[config.mk]
export PLATFORM = sky130hd
export DESIGN_NAME = speed_limit_pid_governor
export DESIGN_NICKNAME = d
export VERILOG_FILES = /design/src/rtl/slpg_pkg.sv /design/src/rtl/slpg_rpm_conv.sv /design/src/rtl/slpg_ser_mul.sv /design/src/rtl/speed_limit_pid_governor.sv
export VERILOG_INCLUDE_DIRS = /design/src /design/src/rtl
export SDC_FILE = /design/constraint.sdc
export NUM_CORES = 1
export LEC_CHECK = 0
export BUFFER_PORTS_ARGS = -buffer_cell sky130_fd_sc_hd__buf_2
export CAP_MARGIN = 20
export CORE_MARGIN = 5
export CORE_UTILIZATION = 30
export CTS_BUF_LIST = sky130_fd_sc_hd__clkbuf_8
export DETAILED_ROUTE_END_ITERATION = 16
export HOLD_SLACK_MARGIN = 0.08
export MAX_ROUTING_LAYER = met4
export SLEW_MARGIN = 10
export SYNTH_ARGS = -nofsm -noshare
export SYNTH_HDL_FRONTEND = slang
export SYNTH_SLANG_ARGS = --single-unit
[constraint.sdc]
create_clock -name aclk -period 9 [get_ports aclk]
set_input_delay 0.45 -clock aclk [delete_from_list [all_inputs] [get_ports aclk]]
set_output_delay 0.45 -clock aclk [all_outputs]
set_load 0.05 [all_outputs]
[src/rtl/speed_limit_pid_governor_assert.svh]
// ----------------------------------------------------------------------------
// speed limit pid governor assertion macros
// concurrent checks that fall away when SYNTHESIS is defined
// ----------------------------------------------------------------------------
`ifndef SPEED_LIMIT_PID_GOVERNOR_ASSERT_SVH
`define SPEED_LIMIT_PID_GOVERNOR_ASSERT_SVH

`ifndef SYNTHESIS
// same-cycle implication
`define SLPG_ASSERT_IMP(label, clk, rstn, ante, cons) \
    label: assert property (@(posedge clk) disable iff (!rstn) (ante) |-> (cons)) \
        else $error("slpg: %m check failed");
// next-cycle implication
`define SLPG_ASSERT_NXT(label, clk, rstn, ante, cons) \
    label: assert property (@(posedge clk) disable iff (!rstn) (ante) |=> (cons)) \
        else $error("slpg: %m check failed");
`else
`define SLPG_ASSERT_IMP(label, clk, rstn, ante, cons)
`define SLPG_ASSERT_NXT(label, clk, rstn, ante, cons)
`endif

`endif

[src/rtl/slpg_pkg.sv]
// ----------------------------------------------------------------------------
// slpg_pkg
// shared widths, constants and types of the speed limit pid governor
// ----------------------------------------------------------------------------
package slpg_pkg;

    // field widths
    localparam int KPH_W      = 8;
    localparam int REQ_W      = 8;
    localparam int GAIN_W     = 16;
    localparam int TIME_W     = 32;
    localparam int ELAP_W     = 16;
    localparam int SPD_W      = 15;
    localparam int CFG_DATA_W = 16;
    localparam int CFG_IDX_W  = 3;

    // register indexes
    typedef enum logic [CFG_IDX_W-1:0] {
        CFG_MAX_SPEED   = 3'd0,
        CFG_GAIN_P      = 3'd1,
        CFG_GAIN_I      = 3'd2,
        CFG_GAIN_D      = 3'd3,
        CFG_LOOP_PERIOD = 3'd4,
        CFG_RESTART_GAP = 3'd5
    } cfg_idx_t;

    // fixed point
    localparam int INTEG_FRAC = 16;
    localparam int INTEG_W    = REQ_W + INTEG_FRAC;
    localparam int OPND_W     = SPD_W + 2;
    localparam int PROD_W     = GAIN_W + OPND_W;
    localparam int SUM_W      = PROD_W + 2;

    // kph to rpm: floor(kph * RPM_NUM / RPM_DEN) through a reciprocal
    localparam int    WHEEL_CIRC_MM = 2268;
    localparam longint RPM_NUM      = 100000;
    localparam longint RPM_DEN      = longint'(WHEEL_CIRC_MM) * 6;
    localparam int    RPM_SHIFT     = 24;
    localparam longint RPM_RECIP    =
        ((longint'(1) << RPM_SHIFT) * RPM_NUM + RPM_DEN - 1) / RPM_DEN;
    localparam int    RECIP_W       = $clog2(RPM_RECIP + 1);
    localparam int    CONV_ACC_W    = KPH_W + RECIP_W;
    localparam int    RPM_W         = CONV_ACC_W - RPM_SHIFT;
    localparam int    RPM_SAT       = 3276;
    localparam int    SPD_MAX       = 32767;

    // sequencing counter covers the longest serial pass
    localparam int CNT_W = $clog2(GAIN_W);

    // reset values
    localparam int RST_MAX_SPEED   = 25;
    localparam int RST_GAIN_P      = 6554;
    localparam int RST_GAIN_I      = 262;
    localparam int RST_GAIN_D      = 655;
    localparam int RST_LOOP_PERIOD = 60;
    localparam int RST_RESTART_GAP = 2000;
    localparam int RST_LAST_EVAL   = 50;

    // control of a serial unit
    typedef struct packed {
        logic load;
        logic step;
    } slpg_ser_ctl_t;

endpackage

[src/rtl/slpg_rpm_conv.sv]
// ----------------------------------------------------------------------------
// slpg_rpm_conv
// bit-serial kph to rpm x10 converter, one kph bit per cycle while ctl.step is high, msb first
// ----------------------------------------------------------------------------
module slpg_rpm_conv (
    input  logic                           aclk,
    input  slpg_pkg::slpg_ser_ctl_t        ctl,
    input  logic [slpg_pkg::KPH_W-1:0]     kph,
    output logic [slpg_pkg::SPD_W-1:0]     rpm_x10
);
    import slpg_pkg::*;

    localparam logic [CONV_ACC_W-1:0] RECIP = CONV_ACC_W'(RPM_RECIP);

    logic [KPH_W-1:0]      digit_reg, digit_next;
    logic [CONV_ACC_W-1:0] acc_reg, acc_next;
    logic [RPM_W-1:0]      rpm;
    logic [RPM_W+3:0]      x10_wide;

    always_comb begin
        digit_next = digit_reg;
        acc_next   = acc_reg;
        if (ctl.load) begin
            digit_next = kph;
            acc_next   = '0;
        end else if (ctl.step) begin
            acc_next   = {acc_reg[CONV_ACC_W-2:0], 1'b0}
                       + (digit_reg[KPH_W-1] ? RECIP : '0);
            digit_next = {digit_reg[KPH_W-2:0], 1'b0};
        end
    end

    always_ff @(posedge aclk) begin
        digit_reg <= digit_next;
        acc_reg   <= acc_next;
    end

    assign rpm      = acc_reg[CONV_ACC_W-1:RPM_SHIFT];
    // times ten as eight plus two
    assign x10_wide = {1'b0, rpm, 3'b000} + {3'b000, rpm, 1'b0};

    always_comb begin
        if ((32'(rpm) > 32'(RPM_SAT)) || (32'(x10_wide) > 32'(SPD_MAX))) begin
            rpm_x10 = SPD_W'(SPD_MAX);
        end else begin
            rpm_x10 = SPD_W'(x10_wide);
        end
    end

endmodule

[src/rtl/slpg_ser_mul.sv]
// ----------------------------------------------------------------------------
// slpg_ser_mul
// bit-serial multiplier: unsigned gain times signed operand, gain msb first
// ----------------------------------------------------------------------------
module slpg_ser_mul (
    input  logic                                aclk,
    input  slpg_pkg::slpg_ser_ctl_t             ctl,
    input  logic        [slpg_pkg::GAIN_W-1:0]  gain,
    input  logic signed [slpg_pkg::OPND_W-1:0]  opnd,
    output logic signed [slpg_pkg::PROD_W-1:0]  prod
);
    import slpg_pkg::*;

    logic [GAIN_W-1:0]        gain_reg, gain_next;
    logic signed [OPND_W-1:0] opnd_reg, opnd_next;
    logic signed [PROD_W-1:0] prod_reg, prod_next;
    logic signed [PROD_W-1:0] opnd_ext;

    assign opnd_ext = {{GAIN_W{opnd_reg[OPND_W-1]}}, opnd_reg};

    always_comb begin
        gain_next = gain_reg;
        opnd_next = opnd_reg;
        prod_next = prod_reg;
        if (ctl.load) begin
            gain_next = gain;
            opnd_next = opnd;
            prod_next = '0;
        end else if (ctl.step) begin
            prod_next = {prod_reg[PROD_W-2:0], 1'b0}
                      + (gain_reg[GAIN_W-1] ? opnd_ext : '0);
            gain_next = {gain_reg[GAIN_W-2:0], 1'b0};
        end
    end

    always_ff @(posedge aclk) begin
        gain_reg <= gain_next;
        opnd_reg <= opnd_next;
        prod_reg <= prod_next;
    end

    assign prod = prod_reg;

endmodule

[src/rtl/speed_limit_pid_governor.sv]
// ----------------------------------------------------------------------------
// speed_limit_pid_governor
// pid speed governor that limits a requested motor current
// ----------------------------------------------------------------------------
// usage
//   input words (s_ channel) carry time, requested current and wheel speed;
//   each gives exactly one result word on the m_ channel, in order.
//   registers are to be written through cfg_wr_en / cfg_index / cfg_wdata
//   only while the block is idle, a rule on the user that the block itself
//   does not enforce; unknown indexes are ignored.
//   a word with no pid step due (limit or request zero, or loop period not
//   yet elapsed) goes from acceptance straight to the result stage.
//   a word that runs a pid step passes the two bit-serial speed converters,
//   setup, the three bit-serial gain multipliers, the integrator update and
//   the sum before it reaches the result stage.
//   one word is worked on at a time; the result sits in an output register,
//   so the next word is taken while the receiver stalls, and only a finished
//   second result waits for that register to drain.
//   reset (aresetn low, synchronous) restores the register defaults, clears
//   the integrator, held output and previous speed, and sets the last step
//   time to 50 ms; no word is taken while reset is held.
// ----------------------------------------------------------------------------
`include "speed_limit_pid_governor_assert.svh"

module speed_limit_pid_governor (
    input  logic                               aclk,
    input  logic                               aresetn,
    input  logic                               cfg_wr_en,
    input  logic [slpg_pkg::CFG_IDX_W-1:0]     cfg_index,
    input  logic [slpg_pkg::CFG_DATA_W-1:0]    cfg_wdata,
    input  logic                               s_valid,
    output logic                               s_ready,
    input  logic [slpg_pkg::TIME_W-1:0]        s_now_ms,
    input  logic [slpg_pkg::REQ_W-1:0]         s_requested_current,
    input  logic [slpg_pkg::KPH_W-1:0]         s_speed_kph,
    output logic                               m_valid,
    input  logic                               m_ready,
    output logic [slpg_pkg::REQ_W-1:0]         m_limited_current,
    output logic                               m_limiting
);
    import slpg_pkg::*;

    typedef enum logic [2:0] {
        ST_IDLE,
        ST_CONV,
        ST_PREP,
        ST_MUL,
        ST_INTEG,
        ST_SUM,
        ST_DONE
    } state_t;

    localparam logic signed [SUM_W-1:0] ONE_Q = SUM_W'(64'd1 << INTEG_FRAC);
    localparam int WHOLE_W = SUM_W - INTEG_FRAC;

    // configuration
    logic [KPH_W-1:0]  max_speed_reg, max_speed_next;
    logic [GAIN_W-1:0] gain_p_reg, gain_p_next;
    logic [GAIN_W-1:0] gain_i_reg, gain_i_next;
    logic [GAIN_W-1:0] gain_d_reg, gain_d_next;
    logic [ELAP_W-1:0] loop_period_reg, loop_period_next;
    logic [ELAP_W-1:0] restart_gap_reg, restart_gap_next;

    // control and controller state
    state_t            state_reg, state_next;
    logic [CNT_W-1:0]  cnt_reg, cnt_next;
    logic [TIME_W-1:0] last_eval_reg, last_eval_next;
    logic [SPD_W-1:0]  prev_rpm_reg, prev_rpm_next;
    logic [REQ_W-1:0]  held_reg, held_next;
    logic [INTEG_W-1:0] integ_reg, integ_next;
    logic              m_valid_reg, m_valid_next;

    // payload
    logic [TIME_W-1:0] now_reg, now_next;
    logic [REQ_W-1:0]  req_reg, req_next;
    logic              restart_reg, restart_next;
    logic [REQ_W-1:0]  res_cur_reg, res_cur_next;
    logic              res_lim_reg, res_lim_next;
    logic [REQ_W-1:0]  m_cur_reg, m_cur_next;
    logic              m_lim_reg, m_lim_next;

    // datapath
    slpg_ser_ctl_t             conv_ctl, mul_ctl;
    logic [SPD_W-1:0]          limit_x10, speed_x10;
    logic signed [OPND_W-1:0]  err, d_input;
    logic signed [PROD_W-1:0]  prod_p, prod_i, prod_d;
    logic [ELAP_W-1:0]         elapsed;
    logic                      active, due, restart, hold_lim;
    logic [INTEG_W-1:0]        integ_top;
    logic signed [SUM_W-1:0]   integ_acc, pid_sum;
    logic [WHOLE_W-1:0]        whole;
    logic [REQ_W-1:0]          held_new;
    logic                      lim_new;

    slpg_rpm_conv u_conv_limit (
        .aclk    (aclk),
        .ctl     (conv_ctl),
        .kph     (max_speed_reg),
        .rpm_x10 (limit_x10)
    );

    slpg_rpm_conv u_conv_speed (
        .aclk    (aclk),
        .ctl     (conv_ctl),
        .kph     (s_speed_kph),
        .rpm_x10 (speed_x10)
    );

    slpg_ser_mul u_mul_p (
        .aclk (aclk),
        .ctl  (mul_ctl),
        .gain (gain_p_reg),
        .opnd (err),
        .prod (prod_p)
    );

    slpg_ser_mul u_mul_i (
        .aclk (aclk),
        .ctl  (mul_ctl),
        .gain (gain_i_reg),
        .opnd (err),
        .prod (prod_i)
    );

    slpg_ser_mul u_mul_d (
        .aclk (aclk),
        .ctl  (mul_ctl),
        .gain (gain_d_reg),
        .opnd (d_input),
        .prod (prod_d)
    );

    // admission checks, on the word at the input
    assign elapsed  = s_now_ms[ELAP_W-1:0] - last_eval_reg[ELAP_W-1:0];
    assign active   = (max_speed_reg != '0) && (s_requested_current != '0);
    assign due      = elapsed >= loop_period_reg;
    assign restart  = elapsed >= restart_gap_reg;
    assign hold_lim = active && (s_requested_current > held_reg);

    // pid operands
    assign err     = $signed({2'b00, limit_x10}) - $signed({2'b00, speed_x10});
    assign d_input = restart_reg ? '0
                   : $signed({2'b00, speed_x10}) - $signed({2'b00, prev_rpm_reg});

    assign integ_top = {req_reg, {INTEG_FRAC{1'b0}}};
    assign integ_acc = $signed({{(SUM_W-INTEG_W){1'b0}}, integ_reg})
                     + $signed({{(SUM_W-PROD_W){prod_i[PROD_W-1]}}, prod_i});
    assign pid_sum   = $signed({{(SUM_W-PROD_W){prod_p[PROD_W-1]}}, prod_p})
                     + $signed({{(SUM_W-INTEG_W){1'b0}}, integ_reg})
                     - $signed({{(SUM_W-PROD_W){prod_d[PROD_W-1]}}, prod_d});
    assign whole     = pid_sum[SUM_W-1:INTEG_FRAC];

    // truncation toward zero then clamp: anything below one whole unit gives one
    always_comb begin
        if (pid_sum < ONE_Q) begin
            held_new = REQ_W'(1);
        end else if (whole > WHOLE_W'(req_reg)) begin
            held_new = req_reg;
        end else begin
            held_new = REQ_W'(whole);
        end
    end
    assign lim_new = req_reg > held_new;

    always_comb begin
        max_speed_next   = max_speed_reg;
        gain_p_next      = gain_p_reg;
        gain_i_next      = gain_i_reg;
        gain_d_next      = gain_d_reg;
        loop_period_next = loop_period_reg;
        restart_gap_next = restart_gap_reg;
        state_next       = state_reg;
        cnt_next         = cnt_reg;
        last_eval_next   = last_eval_reg;
        prev_rpm_next    = prev_rpm_reg;
        held_next        = held_reg;
        integ_next       = integ_reg;
        now_next         = now_reg;
        req_next         = req_reg;
        restart_next     = restart_reg;
        res_cur_next     = res_cur_reg;
        res_lim_next     = res_lim_reg;
        m_cur_next       = m_cur_reg;
        m_lim_next       = m_lim_reg;
        m_valid_next     = m_valid_reg && !m_ready;
        conv_ctl         = '0;
        mul_ctl          = '0;
        s_ready          = 1'b0;

        if (cfg_wr_en) begin
            unique case (cfg_index)
                CFG_MAX_SPEED:   max_speed_next   = cfg_wdata[KPH_W-1:0];
                CFG_GAIN_P:      gain_p_next      = cfg_wdata[GAIN_W-1:0];
                CFG_GAIN_I:      gain_i_next      = cfg_wdata[GAIN_W-1:0];
                CFG_GAIN_D:      gain_d_next      = cfg_wdata[GAIN_W-1:0];
                CFG_LOOP_PERIOD: loop_period_next = cfg_wdata[ELAP_W-1:0];
                CFG_RESTART_GAP: restart_gap_next = cfg_wdata[ELAP_W-1:0];
                default: ;
            endcase
        end

        unique case (state_reg)
            ST_IDLE: begin
                // nothing is taken while reset is held
                s_ready = aresetn;
                if (s_valid) begin
                    now_next     = s_now_ms;
                    req_next     = s_requested_current;
                    restart_next = restart;
                    if (active && due) begin
                        conv_ctl.load = 1'b1;
                        cnt_next      = '0;
                        state_next    = ST_CONV;
                    end else begin
                        res_cur_next = hold_lim ? held_reg : s_requested_current;
                        res_lim_next = hold_lim;
                        state_next   = ST_DONE;
                    end
                end
            end
            ST_CONV: begin
                conv_ctl.step = 1'b1;
                cnt_next      = cnt_reg + 1'b1;
                if (cnt_reg == CNT_W'(KPH_W - 1)) begin
                    state_next = ST_PREP;
                end
            end
            ST_PREP: begin
                mul_ctl.load = 1'b1;
                cnt_next     = '0;
                if (restart_reg) begin
                    integ_next = integ_top;
                end
                state_next = ST_MUL;
            end
            ST_MUL: begin
                mul_ctl.step = 1'b1;
                cnt_next     = cnt_reg + 1'b1;
                if (cnt_reg == CNT_W'(GAIN_W - 1)) begin
                    state_next = ST_INTEG;
                end
            end
            ST_INTEG: begin
                if (integ_acc < 0) begin
                    integ_next = '0;
                end else if (integ_acc > $signed({{(SUM_W-INTEG_W){1'b0}}, integ_top})) begin
                    integ_next = integ_top;
                end else begin
                    integ_next = integ_acc[INTEG_W-1:0];
                end
                state_next = ST_SUM;
            end
            ST_SUM: begin
                held_next      = held_new;
                prev_rpm_next  = speed_x10;
                last_eval_next = now_reg;
                res_cur_next   = lim_new ? held_new : req_reg;
                res_lim_next   = lim_new;
                state_next     = ST_DONE;
            end
            ST_DONE: begin
                if (!m_valid_reg || m_ready) begin
                    m_valid_next = 1'b1;
                    m_cur_next   = res_cur_reg;
                    m_lim_next   = res_lim_reg;
                    state_next   = ST_IDLE;
                end
            end
            default: state_next = ST_IDLE;
        endcase
    end

    always_ff @(posedge aclk) begin
        if (!aresetn) begin
            max_speed_reg   <= KPH_W'(RST_MAX_SPEED);
            gain_p_reg      <= GAIN_W'(RST_GAIN_P);
            gain_i_reg      <= GAIN_W'(RST_GAIN_I);
            gain_d_reg      <= GAIN_W'(RST_GAIN_D);
            loop_period_reg <= ELAP_W'(RST_LOOP_PERIOD);
            restart_gap_reg <= ELAP_W'(RST_RESTART_GAP);
            state_reg       <= ST_IDLE;
            cnt_reg         <= '0;
            last_eval_reg   <= TIME_W'(RST_LAST_EVAL);
            prev_rpm_reg    <= '0;
            held_reg        <= '0;
            integ_reg       <= '0;
            m_valid_reg     <= 1'b0;
        end else begin
            max_speed_reg   <= max_speed_next;
            gain_p_reg      <= gain_p_next;
            gain_i_reg      <= gain_i_next;
            gain_d_reg      <= gain_d_next;
            loop_period_reg <= loop_period_next;
            restart_gap_reg <= restart_gap_next;
            state_reg       <= state_next;
            cnt_reg         <= cnt_next;
            last_eval_reg   <= last_eval_next;
            prev_rpm_reg    <= prev_rpm_next;
            held_reg        <= held_next;
            integ_reg       <= integ_next;
            m_valid_reg     <= m_valid_next;
        end
        now_reg     <= now_next;
        req_reg     <= req_next;
        restart_reg <= restart_next;
        res_cur_reg <= res_cur_next;
        res_lim_reg <= res_lim_next;
        m_cur_reg   <= m_cur_next;
        m_lim_reg   <= m_lim_next;
    end

    assign m_valid           = m_valid_reg;
    assign m_limited_current = m_cur_reg;
    assign m_limiting        = m_lim_reg;

    `SLPG_ASSERT_NXT(a_integ_in_range, aclk, aresetn, state_reg == ST_INTEG, integ_reg <= integ_top)
    `SLPG_ASSERT_NXT(a_held_in_range, aclk, aresetn, state_reg == ST_SUM, (held_reg >= REQ_W'(1)) && (held_reg <= req_reg))
    `SLPG_ASSERT_NXT(a_result_moves_out, aclk, aresetn, (state_reg == ST_DONE) && (!m_valid_reg || m_ready), m_valid_reg && (state_reg == ST_IDLE))
    `SLPG_ASSERT_IMP(a_ready_only_idle, aclk, aresetn, s_ready, (state_reg == ST_IDLE) && !conv_ctl.step && !mul_ctl.step)

endmodule
==> results of run 1 <==
[cell usage in the layout, fill, tap and decap left out, types with 13 or more instances in the layout]
cell type / instances
nor2_1: 160
dfxtp_1: 315
fa_1: 42
xor2_1: 81
mux2_2: 67
xnor2_1: 107
nand4_1: 25
edfxtp_1: 137
and2_1: 58
dlygate4sd3_1: 48
nand2b_1: 40
a22o_1: 26
a21oi_1: 286
mux2i_1: 25
a21o_1: 71
clkbuf_8: 88
o211ai_1: 30
nand3_1: 73
clkinv_2: 20
inv_1: 280
or3_1: 15
o21ai_0: 177
o31ai_1: 15
buf_4: 19
nor3_1: 38
nor4_1: 15
nor2b_1: 40
o22ai_1: 71
and3_1: 34
a21boi_0: 16
ha_1: 300
o21a_1: 31
o21bai_1: 24
nand2_1: 475
a211oi_1: 35
a31oi_1: 21
buf_2: 66
or2_2: 13
[kinds of logic after synthesis]
logic type,share of synthesized area (%)
simple gates,16.2
fa+ha+maj,15.5
xor+xnor,5.54
buf+inv,4.89
compound gates,19.5
mux,3.38
flops,35.1
[cells in the mapped netlist (12+ instances only)]
library cell  count  area [um^2]
fa_1             42          841
nor4_1           15         93.8
mux2_2           67          754
and2_1           60          375
o211ai_1         30          225
dfxtp_1         315         6310
nand2b_1         42          263
edfxtp_1        137         4110
nor3_1           39          195
nor2b_1          41          257
nor2_1          161          604
inv_1           259          972
a21boi_0         16          120
or3_1            15         93.8
nand4_1          25          156
xnor2_1         107          937
a211o_1          12          105
o21a_1           31          233
nand2_1         476         1790
a21oi_1         286         1430
ha_1            300         3750
a31oi_1          21          131
o21bai_1         24          180
mux2i_1          25          250
clkbuf_1        107          402
or2_2            13         81.3
nand3_1          73          365
a22o_1           26          228
o31ai_1          15          113
o22ai_1          71          444
xor2_1           81          709
a211oi_1         35          263
a21o_1           71          533
o21ai_0         177          886
and3_1           34          213
[where the power goes]
group          total, uW  switching, uW  internal [uW]  leakage [uW]
clock network       1960            926           1040      0.000931
logic               8270           4820           3460       0.00905
registers           3350            498           2850       0.00384
[routing by layer]
layer  vias to the layer above  part of all wire (%)  wire [um]  global-route usage, %
met5                         -                     0          0                      -
met1                     11200                    49      35500                   18.2
met3                       118                   3.7       2680                   1.97
met2                       413                    45      32500                   21.6
li1                      12300                     -          -                      -
met4                         0                   2.4       1700                   3.75
[worst min path at each step]
stage | startpoint | to | cells after the start
after detailed placement | res_cur_reg[5] | m_limited_current[5] | 0
after CTS | m_ready | m_valid | 4
final | m_ready | m_valid | 4
after floorplan | res_cur_reg[0] | m_limited_current[0] | 0
after global placement | res_cur_reg[6] | m_limited_current[6] | 0
after global routing | m_ready | m_valid | 4
[critical path, delay by kind of cell (launching register included)]
kind	cells	cell delay [ps]
buffers and inverters	1	100
AND/OR/NAND/NOR	8	1800
multiplexers	1	220
flip-flops	1	450
adder cells (fa/ha/maj)	4	1370
XOR/XNOR	1	260
AO/OA/AOI/OAI	17	2890
[cell type report]
| class | count | area, um^2 | area share (%) |
|---|---|---|---|
| multi-input cells | 2562 | 17900 | 53.4 |
| flip-flops and latches | 452 | 10400 | 31.1 |
| well taps | 1287 | 1610 | 4.81 |
| clock buffers | 88 | 1210 | 3.62 |
| inverters | 261 | 982 | 2.93 |
| repair buffers | 133 | 953 | 2.85 |
| clock inverters | 59 | 427 | 1.27 |
| diodes | 1 | 2.50 | 0.00747 |
[through the flow]
| step | hold WS [ps] | power (uW) | utilization [%] | setup WS (ps) | instances |
|---|---|---|---|---|---|
| finish | 148 | 13600 | 34.0 | 1610 | 4843 |
| global route | 144 | 14800 | 34.0 | 1140 | 4843 |
| CTS | 104 | 13700 | 34.0 | 1640 | 4841 |
| detailed placement | 405 | 11600 | 31.9 | 1650 | 4646 |
| global placement | 404 | 11500 | 31.9 | 1690 | 4646 |
| floorplan | 400 | 9740 | - | 2620 | 3397 |
[timing repair]
item                                   in CTS  in global routing
hold buffers                               48                  0
endpoints found under the hold margin     116                  0
setup endpoints to repair                   0                  0
==> results.toml, run 1 <==
[power]
p_leak_uw = 0.0138
peakVddDrop_uv = 324
p_per_area_mw_per_mm2 = 406

[routing]
wl_per_cell_um = 14.9
wl_um = 72400
dr.pass1.iters = 7
via_count = 24100
vias_per_cell = 4.97
drc = 0
postRouteAntennaNets = 0
drt_iter0_drc = 1461

[synth]
synth-main-ff-cell = "dfxtp_1"
synthArstFlopShare_pct = 0
yosysUniqueCellTypes = 82
synth_area_mm2 = 0.0297
avgSynthCellArea_um2 = 8.75
ys.warnings.count = 0
synth_edf_count = 137
syn_nets = 3811
netlist_instances = 3397
yosysSeqAreaShare_pct = 35.1
synth_seq_cells = 452

[setup_path]
crit_type = "register to register"
arrival_ps = 7790
reg2reg_setup_slack_ps = 1610
startpoint_type = "register"
cp-end-kind = "register"
crit_end = "res_cur_reg[0]"
worst_path_most_repeated_cell = "o21a_1"
slowest_delay_ps = 570
r2r_end = "res_cur_reg[0]"
crit_path_start = "integ_reg[2]"
r2r_cells = 32
cp_slowest_cell = "nor4_2"
crit_fanout = 8
rr_startpoint = "integ_reg[2]"
crit_required_ps = 9400

[grt]
first_global_vias = 23100
antenna_found_initial = 1
grt_max_degree = 88
track_usage_pct = 13.6
grt_pass1_wl_um = 117000
grt-ovfl-total = 0

[sta]
finalSetupViolations = 0
finalHoldViolations = 0
finClkSkew_ps = 50.2
rsz0062_at_grt = "no"
finalCriticalPeriod_ps = 7390
setup-tns-final_ps = 0
maxSlewViolCount = 0
fin_crit_sh_pct = 82.2
tightestPinTransition_ps = 1080
clock.fmax_ghz = 0.135
slew_headroom_pct = 28.1

[layout]
final_area_mm2 = 0.0335
final_nets = 3903
fillers = 10200
area_growth_pct = 12.6
drive_gt1_share_pct = 8.92

[clock_tree]
cts_max_level = 3
clk_latency_ps = 700
cts_root_buf = "clkbuf_8"
cts_tree = "yes"
postCtsSetupBuffers = 0
numCtsBuffers = 79
cts_num_sinks = 452
path_clk_slew_ps = 60
cts_buffer_depth = 3
cts_resized = 0

[placed_design]
dpl_cell_area_mm2 = 0.0314
dp_hpwl_um = 52900
place.gp.congestion = 0.863
io_buffers = 66

[floorplanning]
pin_count = 83
placementRows = 115
die_x_um = 325
die_area_mm2 = 0.105
core_area_mm2 = 0.0984
die_h_um = 325
initial_utilization_pct = 30.2

[run]
cap_violations = 0

[hold_path]
min_path_type = "input pin to register"

[run_status]
status = "finished, final reports clean"
(Power assumes the default switching activity.)
==> inputs of run 2 (changes only) <==
==> constraint.sdc (replaced) <==
create_clock -name aclk -period 6.8 [get_ports aclk]
set_input_delay 0.34 -clock aclk [delete_from_list [all_inputs] [get_ports aclk]]
set_output_delay 0.34 -clock aclk [all_outputs]
set_load 0.05 [all_outputs]
==> run 2 against run 1 <==
Design area grew 1.1%. Largest cell class unchanged. Cell count grew 0.52%. Routed wire length grew 1.6%. Utilization grew 0.39 points. Power grew 38%. Register-to-register slack lost 1300 ps. Sequential cell count is the same. Largest power group unchanged. Non-clock buffer count grew 22. Clock power grew 37%.
==> results.toml, run 2 (synthesis results as in run 1) <==
[clock_tree]
cts_max_level = 3
path_clk_slew_ps = 60
cts_buffer_depth = 3
clk_latency_ps = 690
cts_root_buf = "clkbuf_8"
cts_num_sinks = 452
numCtsBuffers = 80
cts_tree = "yes"

[routing]
vias_per_cell = 4.99
drc = 0
wl_per_cell_um = 15.1
via_count = 24300
drt_iter0_drc = 1535
wl_um = 73500
dr.pass1.iters = 5
postRouteAntennaNets = 0

[sta]
clock.fmax_ghz = 0.155
finalSetupViolations = 0
worst_slack_ps = 331
finalHoldViolations = 0
finalCriticalPeriod_ps = 6470
tightestPinTransition_ps = 1020
fin_crit_sh_pct = 95.1
finClkSkew_ps = 45.2
maxSlewViolCount = 0
slew_headroom_pct = 31.8

[setup_path]
arrival_ps = 6860
worst_path_most_repeated_cell = "o21a_1"
cp_slowest_cell = "fa_1"
startpoint_type = "register"
crit_required_ps = 7200
crit_type = "register to register"
cp-end-kind = "register"
reg2reg_setup_slack_ps = 330
slowest_delay_ps = 480
crit_fanout = 7
crit_path_start = "integ_reg[9]"
rr_startpoint = "integ_reg[9]"

[placed_design]
dp_slack_ps = 163
place.gp.congestion = 0.866
dp_hpwl_um = 53500
dpl_cell_area_mm2 = 0.0315
io_buffers = 66

[grt]
busiest_layer = "met2"
grt_max_degree = 87
track_usage_pct = 13.7
first_global_vias = 23100
use_met2_pct = 21.6
grt_use_met3_pct = 2.19
grt_pass1_wl_um = 119000
antenna_found_initial = 2
met1_usage_pct = 18.6
grt-ovfl-total = 0

[power]
peakVddDrop_uv = 401
p_per_area_mw_per_mm2 = 553
total_power_uw = 18700
p_leak_uw = 0.0140

[floorplanning]
die_area_mm2 = 0.105
die_x_um = 325
core_area_mm2 = 0.0984
placementRows = 115
die_h_um = 325
pin_count = 83
initial_utilization_pct = 30.2

[hold_path]
min_path_type = "input pin to register"
hold_path_startpoint = "cfg_index[1]"

[layout]
fillers = 10200
final_nets = 3926
area_growth_pct = 13.9
multiInputGateArea_mm2 = 0.0180
final_area_mm2 = 0.0339
seq_area_mm2 = 0.0104
drive_gt1_share_pct = 9.89
layout_commonest_cell = "nand2_1"
final_cell_mix = "475 x nand2_1, 312 x dfxtp_1, 299 x ha_1"

[run]
cap_violations = 0

[run_status]
status = "finished, final reports clean"
## run 2: cell count changes in the layout (fill, tap and decap cells not counted), moves of 4 or more
cell	previous run	this run
buf_4	19	36
clkbuf_8	88	96
clkinv_2	20	13
clkinv_1	8	4
inv_1	280	284
xor2_1	81	77
xor2_2	0	4
## run 2: what timing repair did
item / CTS / global route
endpoints found under the hold margin: 122 / 0
setup buffers: 0 / 4
endpoints found under the setup margin: 0 / 8
hold buffers: 51 / 0
resized for setup: 0 / 23
## run 2: final timing paths
path              cells past startpoint              endpoint
setup reg to reg                     33        res_cur_reg[5]
hold reg to reg                       0  m_limited_current[3]
hold / removal                        5         gain_i_reg[4]
setup / recovery                     33        res_cur_reg[5]
## run 2: area by class of cell
class | instances | share of cell area [%]
repair buffers | 155 | 3.40
inverters | 261 | 2.90
diodes | 2 | 0.0148
flip-flops and latches | 452 | 30.8
well taps | 1287 | 4.76
clock buffers | 96 | 3.90
multi-input cells | 2562 | 53.1
clock inverters | 53 | 1.13
## run 2: metal layers
| layer | vias up | part of all wire, % |
|---|---|---|
| li1 | 12300 | - |
| met1 | 11300 | 49 |
| met2 | 457 | 45 |
| met3 | 127 | 4.5 |
| met4 | 0 | 2.0 |
| met5 | - | 0 |
## run 2: power by group
part	internal (uW)	total, uW	switching, uW
Clock	1460	2690	1230
Sequential	3770	4430	658
Combinational	4940	11600	6670
## run 2: worst max-delay path: cells and delay by family (launching register included)
kind,cells,cell delay [ps]
DFF,1,360
AOI/OAI and AO/OA,16,2690
xor gates and xnor gates,1,150
buffers and inverters,3,420
adders and majority gates,4,1410
and+or+nand+nor,8,970
muxes,1,180
## run 2: stage by stage
| stage | cells | utilization (%) | hold WS (ps) | TNS, ps |
|---|---|---|---|---|
| 5_1_grt | 4867 | 34.4 | 157 | -102 |
| 2_1_floorplan | 3397 | - | 400 | 0 |
| 6_report | 4868 | 34.4 | 166 | 0 |
| 3_5_place_dp | 4662 | 32.0 | 405 | 0 |
| 3_3_place_gp | 4660 | 32.0 | 404 | 0 |
| 4_1_cts | 4862 | 34.3 | 91.7 | 0 |
